**src/design/ctrb_pkg.sv**
```systemverilog
// ----------------------------------------------------------------------------
// ctrb_pkg
// Shared types and constants for the clipped tile-rectangle blit row
// generator.
// ----------------------------------------------------------------------------
`timescale 1ns / 1ps

package ctrb_pkg;

	localparam int DEF_MAP_COLS    = 32;
	localparam int DEF_MAP_ROWS    = 24;
	localparam int DEF_NUM_BUFFERS = 8;

	// Width of the signed working values used while clipping.
	localparam int CLIP_W = 11;

	typedef enum logic [1:0] {
		ST_IDLE,
		ST_CLIP,
		ST_EMIT
	} state_t;

	typedef struct packed {
		logic load_req;
		logic clip;
		logic emit;
	} cmd_t;

	typedef struct packed {
		logic bad;
		logic empty;
		logic final_row;
		logic slot_free;
	} sts_t;

endpackage

```
**src/design/ctrb_ctrl.sv**
```systemverilog
// ----------------------------------------------------------------------------
// ctrb_ctrl
// Request sequencer: takes a request, runs the clip step and then steps
// through the result transfers one per free output slot.
// ----------------------------------------------------------------------------
`timescale 1ns / 1ps

module ctrb_ctrl (
	input  logic            clk,
	input  logic            arst_n,
	input  logic            in_valid,
	output logic            in_ready,
	input  ctrb_pkg::sts_t  sts,
	output ctrb_pkg::cmd_t  cmd
);

	ctrb_pkg::state_t state_q;
	ctrb_pkg::state_t state_d;

	always_ff @(posedge clk or negedge arst_n) begin
		if (!arst_n) begin
			state_q <= ctrb_pkg::ST_IDLE;
		end else begin
			state_q <= state_d;
		end
	end

	always_comb begin
		state_d      = state_q;
		cmd          = '0;
		in_ready     = 1'b0;
		unique case (state_q)
			ctrb_pkg::ST_IDLE: begin
				in_ready     = 1'b1;
				cmd.load_req = in_valid;
				if (in_valid) begin
					state_d = ctrb_pkg::ST_CLIP;
				end
			end
			ctrb_pkg::ST_CLIP: begin
				cmd.clip = 1'b1;
				state_d  = ctrb_pkg::ST_EMIT;
			end
			ctrb_pkg::ST_EMIT: begin
				if (sts.slot_free) begin
					cmd.emit = 1'b1;
					if (sts.bad || sts.empty || sts.final_row) begin
						state_d = ctrb_pkg::ST_IDLE;
					end
				end
			end
			default: begin
				state_d = ctrb_pkg::ST_IDLE;
			end
		endcase
	end

endmodule

```
**src/design/ctrb_datapath.sv**
```systemverilog
// ----------------------------------------------------------------------------
// ctrb_datapath
// Request registers, clipping arithmetic, row counters, dirty mask and the
// output register.
// ----------------------------------------------------------------------------
`timescale 1ns / 1ps

module ctrb_datapath #(
	parameter int MAP_COLS    = ctrb_pkg::DEF_MAP_COLS,
	parameter int MAP_ROWS    = ctrb_pkg::DEF_MAP_ROWS,
	parameter int NUM_BUFFERS = ctrb_pkg::DEF_NUM_BUFFERS
) (
	input  logic               clk,
	input  logic               arst_n,
	input  ctrb_pkg::cmd_t     cmd,
	output ctrb_pkg::sts_t     sts,
	input  logic [4:0]         buffer_handle,
	input  logic signed [7:0]  dest_col,
	input  logic signed [7:0]  dest_row,
	input  logic [7:0]         src_col,
	input  logic [7:0]         src_row,
	input  logic signed [8:0]  req_width,
	input  logic signed [8:0]  req_height,
	input  logic [7:0]         map_width_tiles,
	input  logic [7:0]         map_height_tiles,
	input  logic               do_copy,
	output logic               out_valid,
	input  logic               out_ready,
	output logic               row_valid,
	output logic               bad_handle,
	output logic [2:0]         buffer_index,
	output logic [16:0]        src_offset,
	output logic [9:0]         dst_offset,
	output logic [5:0]         row_length,
	output logic               clear_row,
	output logic [7:0]         dirty_mask,
	output logic               last
);

	localparam int CW = ctrb_pkg::CLIP_W;
	localparam logic signed [CW-1:0] COLS_S = CW'(MAP_COLS);
	localparam logic signed [CW-1:0] ROWS_S = CW'(MAP_ROWS);
	localparam logic [3:0] NBUF = 4'(NUM_BUFFERS);

	logic                 bad_q;
	logic [2:0]           idx_q;
	logic                 copy_q;
	logic [7:0]           mapw_q;
	logic [8:0]           scol_q;
	logic [8:0]           srow_q;
	logic [6:0]           dcol_q;
	logic [6:0]           drow_q;
	logic signed [CW-1:0] w_q;
	logic signed [CW-1:0] rows_q;
	logic                 empty_q;
	logic [7:0]           dirty_q;
	logic                 out_valid_q;

	logic                 handle_ok;
	logic [2:0]           idx_d;
	logic signed [CW-1:0] wsel;
	logic signed [CW-1:0] hsel;
	logic signed [CW-1:0] col_sum;
	logic signed [CW-1:0] row_sum;
	logic signed [CW-1:0] w_clip;
	logic signed [CW-1:0] h_clip;
	logic [13:0]          drow_scaled;
	logic [9:0]           dst_d;
	logic [16:0]          src_d;

	assign handle_ok = buffer_handle[3] && !buffer_handle[2];
	assign idx_d     = {buffer_handle[4], buffer_handle[1:0]};

	assign wsel = (req_width == -9'sd1) ? $signed({3'b000, map_width_tiles})
		: CW'(req_width);
	assign hsel = (req_height == -9'sd1) ? $signed({3'b000, map_height_tiles})
		: CW'(req_height);

	assign col_sum = $signed({4'b0000, dcol_q}) + w_q;
	assign row_sum = $signed({4'b0000, drow_q}) + rows_q;
	assign w_clip  = (col_sum > COLS_S) ? COLS_S - $signed({4'b0000, dcol_q}) : w_q;
	assign h_clip  = (row_sum > ROWS_S) ? ROWS_S - $signed({4'b0000, drow_q}) : rows_q;

	assign drow_scaled = 14'(drow_q) * 14'(MAP_COLS);
	assign dst_d       = 10'(14'(dcol_q) + drow_scaled);
	assign src_d       = 17'(mapw_q) * 17'(srow_q) + 17'(scol_q);

	always_ff @(posedge clk) begin
		if (cmd.load_req) begin
			bad_q  <= !handle_ok || ({1'b0, idx_d} >= NBUF);
			idx_q  <= idx_d;
			copy_q <= do_copy;
			mapw_q <= map_width_tiles;
			if (dest_col[7]) begin
				w_q    <= wsel + CW'(dest_col);
				scol_q <= {1'b0, src_col} - 9'(dest_col);
				dcol_q <= '0;
			end else begin
				w_q    <= wsel;
				scol_q <= {1'b0, src_col};
				dcol_q <= dest_col[6:0];
			end
			if (dest_row[7]) begin
				rows_q <= hsel + CW'(dest_row);
				srow_q <= {1'b0, src_row} - 9'(dest_row);
				drow_q <= '0;
			end else begin
				rows_q <= hsel;
				srow_q <= {1'b0, src_row};
				drow_q <= dest_row[6:0];
			end
		end else if (cmd.clip) begin
			w_q     <= w_clip;
			rows_q  <= h_clip;
			empty_q <= (w_clip <= 0) || (h_clip <= 0);
		end else if (cmd.emit && !bad_q && !empty_q) begin
			rows_q <= rows_q - CW'(1);
			srow_q <= srow_q + 9'd1;
			drow_q <= drow_q + 7'd1;
		end
	end

	always_ff @(posedge clk or negedge arst_n) begin
		if (!arst_n) begin
			dirty_q     <= '0;
			out_valid_q <= 1'b0;
		end else begin
			if (cmd.clip && !bad_q) begin
				dirty_q <= dirty_q | (8'd1 << idx_q);
			end
			if (cmd.emit) begin
				out_valid_q <= 1'b1;
			end else if (out_ready) begin
				out_valid_q <= 1'b0;
			end
		end
	end

	always_ff @(posedge clk) begin
		if (cmd.emit) begin
			dirty_mask <= dirty_q;
			priority if (bad_q) begin
				row_valid    <= 1'b0;
				bad_handle   <= 1'b1;
				buffer_index <= '0;
				src_offset   <= '0;
				dst_offset   <= '0;
				row_length   <= '0;
				clear_row    <= 1'b0;
				last         <= 1'b1;
			end else if (empty_q) begin
				row_valid    <= 1'b0;
				bad_handle   <= 1'b0;
				buffer_index <= idx_q;
				src_offset   <= '0;
				dst_offset   <= '0;
				row_length   <= '0;
				clear_row    <= 1'b0;
				last         <= 1'b1;
			end else begin
				row_valid    <= 1'b1;
				bad_handle   <= 1'b0;
				buffer_index <= idx_q;
				src_offset   <= copy_q ? src_d : '0;
				dst_offset   <= dst_d;
				row_length   <= w_q[5:0];
				clear_row    <= !copy_q;
				last         <= (rows_q == CW'(1));
			end
		end
	end

	assign out_valid     = out_valid_q;
	assign sts.bad       = bad_q;
	assign sts.empty     = empty_q;
	assign sts.final_row = (rows_q == CW'(1));
	assign sts.slot_free = !out_valid_q || out_ready;

endmodule

```
**src/design/clipped_tile_rect_blit_rows_core.sv**
```systemverilog
// ----------------------------------------------------------------------------
// clipped_tile_rect_blit_rows_core
// Clips a tile-rectangle request to the destination map and issues one row
// command per remaining row, keeping a mask of the buffers that were touched.
// ----------------------------------------------------------------------------
//
//  Channel   Direction  Handshake             Carries
//  request   in         in_valid / in_ready   one rectangle request
//  result    out        out_valid / out_ready one row command or status result
//
// A request is clipped in the cycle after it is taken; its results then
// leave one per cycle from the single output register while the output side
// does not stall: one row command per row, or a single status result for a
// bad handle or an empty rectangle. A stall on the output holds the current
// transfer and the row counters. Reset clears the sequencer, the output valid
// and the dirty mask.
`timescale 1ns / 1ps

module clipped_tile_rect_blit_rows_core #(
	parameter int MAP_COLS    = ctrb_pkg::DEF_MAP_COLS,
	parameter int MAP_ROWS    = ctrb_pkg::DEF_MAP_ROWS,
	parameter int NUM_BUFFERS = ctrb_pkg::DEF_NUM_BUFFERS
) (
	input  logic               clk,
	input  logic               arst_n,
	input  logic               in_valid,
	output logic               in_ready,
	input  logic [4:0]         buffer_handle,
	input  logic signed [7:0]  dest_col,
	input  logic signed [7:0]  dest_row,
	input  logic [7:0]         src_col,
	input  logic [7:0]         src_row,
	input  logic signed [8:0]  req_width,
	input  logic signed [8:0]  req_height,
	input  logic [7:0]         map_width_tiles,
	input  logic [7:0]         map_height_tiles,
	input  logic               do_copy,
	output logic               out_valid,
	input  logic               out_ready,
	output logic               row_valid,
	output logic               bad_handle,
	output logic [2:0]         buffer_index,
	output logic [16:0]        src_offset,
	output logic [9:0]         dst_offset,
	output logic [5:0]         row_length,
	output logic               clear_row,
	output logic [7:0]         dirty_mask,
	output logic               last
);

	ctrb_pkg::cmd_t cmd;
	ctrb_pkg::sts_t sts;

	ctrb_ctrl u_ctrl (
		.clk      (clk),
		.arst_n   (arst_n),
		.in_valid (in_valid),
		.in_ready (in_ready),
		.sts      (sts),
		.cmd      (cmd)
	);

	ctrb_datapath #(
		.MAP_COLS    (MAP_COLS),
		.MAP_ROWS    (MAP_ROWS),
		.NUM_BUFFERS (NUM_BUFFERS)
	) u_datapath (
		.clk              (clk),
		.arst_n           (arst_n),
		.cmd              (cmd),
		.sts              (sts),
		.buffer_handle    (buffer_handle),
		.dest_col         (dest_col),
		.dest_row         (dest_row),
		.src_col          (src_col),
		.src_row          (src_row),
		.req_width        (req_width),
		.req_height       (req_height),
		.map_width_tiles  (map_width_tiles),
		.map_height_tiles (map_height_tiles),
		.do_copy          (do_copy),
		.out_valid        (out_valid),
		.out_ready        (out_ready),
		.row_valid        (row_valid),
		.bad_handle       (bad_handle),
		.buffer_index     (buffer_index),
		.src_offset       (src_offset),
		.dst_offset       (dst_offset),
		.row_length       (row_length),
		.clear_row        (clear_row),
		.dirty_mask       (dirty_mask),
		.last             (last)
	);

endmodule

```
**config.mk**
```make
export PLATFORM = sky130hd
export DESIGN_NAME = clipped_tile_rect_blit_rows_core
export DESIGN_NICKNAME = d
export VERILOG_FILES = /design/src/design/ctrb_pkg.sv /design/src/design/ctrb_ctrl.sv /design/src/design/ctrb_datapath.sv /design/src/design/clipped_tile_rect_blit_rows_core.sv
export SDC_FILE = /design/constraint.sdc
export NUM_CORES = 1
export LEC_CHECK = 0
export BUFFER_PORTS_ARGS = -buffer_cell sky130_fd_sc_hd__buf_2
export CORE_MARGIN = 5
export CORE_UTILIZATION = 60
export CTS_CLUSTER_SIZE = 30
export DETAILED_ROUTE_END_ITERATION = 8
export PLACE_DENSITY_LB_ADDON = 0.08
export SLEW_MARGIN = 30
export SYNTH_ARGS = -nofsm -noshare
export SYNTH_HDL_FRONTEND = slang
export SYNTH_SLANG_ARGS = --single-unit
export TNS_END_PERCENT = 1
```
**constraint.sdc**
```tcl
create_clock -name clk -period 6.8 [get_ports clk]
set_input_delay 1.02 -clock clk [delete_from_list [all_inputs] [get_ports clk]]
set_output_delay 1.02 -clock clk [all_outputs]
set_load 0.01 [all_outputs]
```
==> flow_summary_export.csv <==
group,metric,value,unit
outcome,status,"finished clean",
route,via_count,8689,
timing,fin_crit,5010,ps
critical_path,arrival,5160,ps
route,drtAntennaViolNets,0,
timing,setup_viol,0,
clock_network,hold_buffers,0,
critical_path,crit_fanout,12,
cells_and_area,seq_area,3760,sq um
clock_network,worst_skew_pair.late_latency,420,ps
logic_synthesis,synth_fp_nets,1378,
logic_synthesis,ys_types,71,
logic_synthesis,yosysTopAreaCell,"edfxtp_1",
clock_network,cts_buffers,17,
route,routedWlPerCell,17.1,um
logic_synthesis,synth_area,11000,sq um
critical_path,r2r_slack,1790,ps
hold_path,min_path_cells,0,
route,vias_per_cell,5.78,
timing,finalHoldViolations,0,
timing,finalSetupTns,0,ps
timing,timing.fmax,0.200,GHz
critical_path,rr_worst_depth,17,
logic_synthesis,yosysSeqAreaShare,34.3,%
cells_and_area,stdcell_count,1503,
floorplanning,die_x,145,um
timing,finalClockSkew,11.3,ps
place,dp_hpwl,20.1,mm
clock_network,cts_sinks,127,
place,gp_congestion,0.853,
logic_synthesis,synthFlopType,"edfxtp_1",
power,vdd_ir_drop_max,0.638,mV
timing,slew_headroom,42.6,%
critical_path,start_kind,"flip-flop",
clock_network,cts_tree,"done",
logic_synthesis,yosys_warnings,0,
clock_network,root_buffer,"clkbuf_16",
grt,gr-total-overflow,0,
critical_path,end_kind,"flip-flop",
critical_path,required,6960,ps
hold_path,min-delay-start,"u_datapath.dirty_q[1]",
grt,grt_antenna_before_repair,0,
clock_network,cts_max_path_buffers,2,
critical_path,r2r_start,"u_datapath.srow_q[3]",
power,finalPower,7.24,mW
hold_path,worstHoldPathType,"reg2reg",
timing,tightest_slew,860,ps
cells_and_area,syn2layout_area_growth,13.3,%
cells_and_area,fill_cells,1428,
logic_synthesis,avgSynthCellArea,9.52,sq um
power,p_leak,5.61,nW
timing,rsz0062_at_grt,"false",
critical_path,worstSetupPathType,"reg2reg",
logic_synthesis,yosys.cell_count.top_type,"inv_1",
floorplanning,pin_count,126,
cells_and_area,nNetsFinal,1488,
clock_network,cts_setup_buffers,0,
route,routed_wl,25.8,mm
floorplanning,rows,49,
timing,maxSlewViolCount,0,
cells_and_area,final_area,12400,sq um
grt,grt_first_pass_wirelength,42.4,mm
flow_run,max_cap_viol_count,0,
place,dp.cells,1471,
timing,fin_crit_sh,73.6,%
logic_synthesis,ys_async_sr_fraction,8.66,%
grt,track_usage,24.3,%
clock_network,clk_pin_slew,60,ps
clock_network,cts_resized,0,
place,port_buffers,125,
logic_synthesis,synthTopCellsByArea,"edfxtp_1 (32%), ha_1 (11%), fa_1 (11%)",
floorplanning,core_area,18000,sq um
logic_synthesis,synth_edf_count,116,
floorplanning,fp.dieArea,21100,sq um
grt,grt_max_degree,56,
power,powerDensity,583,nW/um^2
route,drcViolationCount,0,
floorplanning,initial_core_util,61.0,%
cells_and_area,antenna_cells,0,
logic_synthesis,yosys.area.top_type_share,31.8,%
cells_and_area,drive_gt1_share,14.4,%
logic_synthesis,syn_inst,1151,
cells_and_area,multi_input_area,6500,sq um
logic_synthesis,ys_ff_latch,127,
route,first_pass_iters,5,
grt,grt_pass1_vias,8386,
floorplanning,die_y,145,um
place,place_area,11700,sq um
logic_synthesis,synth_top_cells_by_count,"inv_1 (140), edfxtp_1 (116), nand2_1 (111)",
clock_network,htree_levels,4,
hold_path,min_to,"u_datapath.dirty_mask[1]",
critical_path,reg2reg_to,"u_datapath.src_offset[16]",
route,dr.first_iter.drc_count,766,
-- critical path, cell delays in order (launching register included) --
cell	delay [ps]
edfxtp_1	570
nand2_1	130
fa_1	520
inv_1	60
fa_1	450
ha_1	300
inv_1	50
fa_1	610
inv_1	70
ha_1	310
a211oi_1	300
o21ai_0	180
a31oi_1	240
o21ai_0	140
o41ai_1	380
o21ai_0	190
xnor2_1	180
nor2_1	50
-- per-layer routing --
metal | wire length, um | vias up | track usage (%)
met5 | 0 | - | 0
met4 | 283 | 0 | 5.50
met3 | 1910 | 25 | 4.40
met2 | 10900 | 348 | 35.6
met1 | 12700 | 4110 | 37.7
li1 | - | 4206 | -
-- final cells by class --
type                    instances  share of cell area, %
well taps                     229                   2.31
clock buffers                  19                   3.49
inverters                     145                   4.38
multi-input cells             841                   52.4
repair buffers                129                   5.28
flip-flops and latches        127                   30.3
clock inverters                13                   1.89
-- cells by family (layout without fill, tap and decap cells) --
| kind of cell | count (synthesis) | count (layout) | share of synthesized area [%] |
|---|---|---|---|
| AO/OA/AOI/OAI | 217 | 217 | 13.1 |
| XOR/XNOR | 65 | 65 | 5.20 |
| adder cells (fa/ha/maj) | 151 | 151 | 21.2 |
| buffers and inverters | 183 | 306 | 6.44 |
| flip-flops | 127 | 127 | 34.3 |
| multiplexers | 27 | 27 | 2.56 |
| AND/OR/NAND/NOR | 381 | 381 | 17.2 |
-- metrics by stage --
| step | hold WS, ps | util, % | setup slack (ps) |
|---|---|---|---|
| after detailed placement | 432 | 65.4 | 1820 |
| after floorplan | 423 | - | 2060 |
| final | 441 | 69.1 | 1790 |
| after global routing | 453 | 69.1 | 1420 |
| after global placement | 432 | 65.4 | 1920 |
| after CTS | 441 | 69.1 | 1800 |
-- cell usage in the layout (no fill, tap or decap), types with 25 or more instances in the layout --
cell type | netlist | routed
a21oi_1 | 48 | 48
and2_1 | 54 | 54
buf_2 | 0 | 125
edfxtp_1 | 116 | 116
fa_1 | 58 | 58
ha_1 | 93 | 93
inv_1 | 140 | 140
nand2_1 | 111 | 111
nor2_1 | 83 | 82
nor2b_1 | 25 | 25
nor3_1 | 30 | 30
o21ai_0 | 54 | 54
xnor2_1 | 38 | 38
xor2_1 | 27 | 27
-- flip-flops by register name, indices dropped and copies added, names as in the netlist, 2 cells and up --
name / count
u_datapath.buffer_index: 3
u_datapath.scol_q: 9
u_datapath.drow_q: 7
u_datapath.src_offset: 17
u_datapath.dst_offset: 10
u_datapath.dirty_q: 8
u_datapath.dcol_q: 7
u_datapath.dirty_mask: 8
u_datapath.row_length: 6
u_datapath.rows_q: 11
u_ctrl.state_q: 2
u_datapath.idx_q: 3
u_datapath.srow_q: 9
u_datapath.w_q: 11
u_datapath.mapw_q: 8
-- worst max-delay path by stage --
stage	from	to	depth (start not counted)
6_report	u_datapath.srow_q[3]	u_datapath.src_offset[16]	17
5_1_grt	u_datapath.srow_q[3]	u_datapath.src_offset[16]	17
4_1_cts	u_datapath.srow_q[3]	u_datapath.src_offset[16]	17
3_5_place_dp	u_datapath.srow_q[3]	u_datapath.src_offset[16]	17
3_3_place_gp	u_datapath.srow_q[3]	u_datapath.src_offset[16]	17
2_1_floorplan	u_datapath.srow_q[3]	u_datapath.src_offset[16]	18
-- where the power goes --
group / switching (mW) / internal [mW] / total (mW)
clock: 0.343 / 0.690 / 1.03
combinational: 2.70 / 1.97 / 4.67
sequential: 0.297 / 1.24 / 1.54
Note: power is estimated with default switching activity, not from simulation.
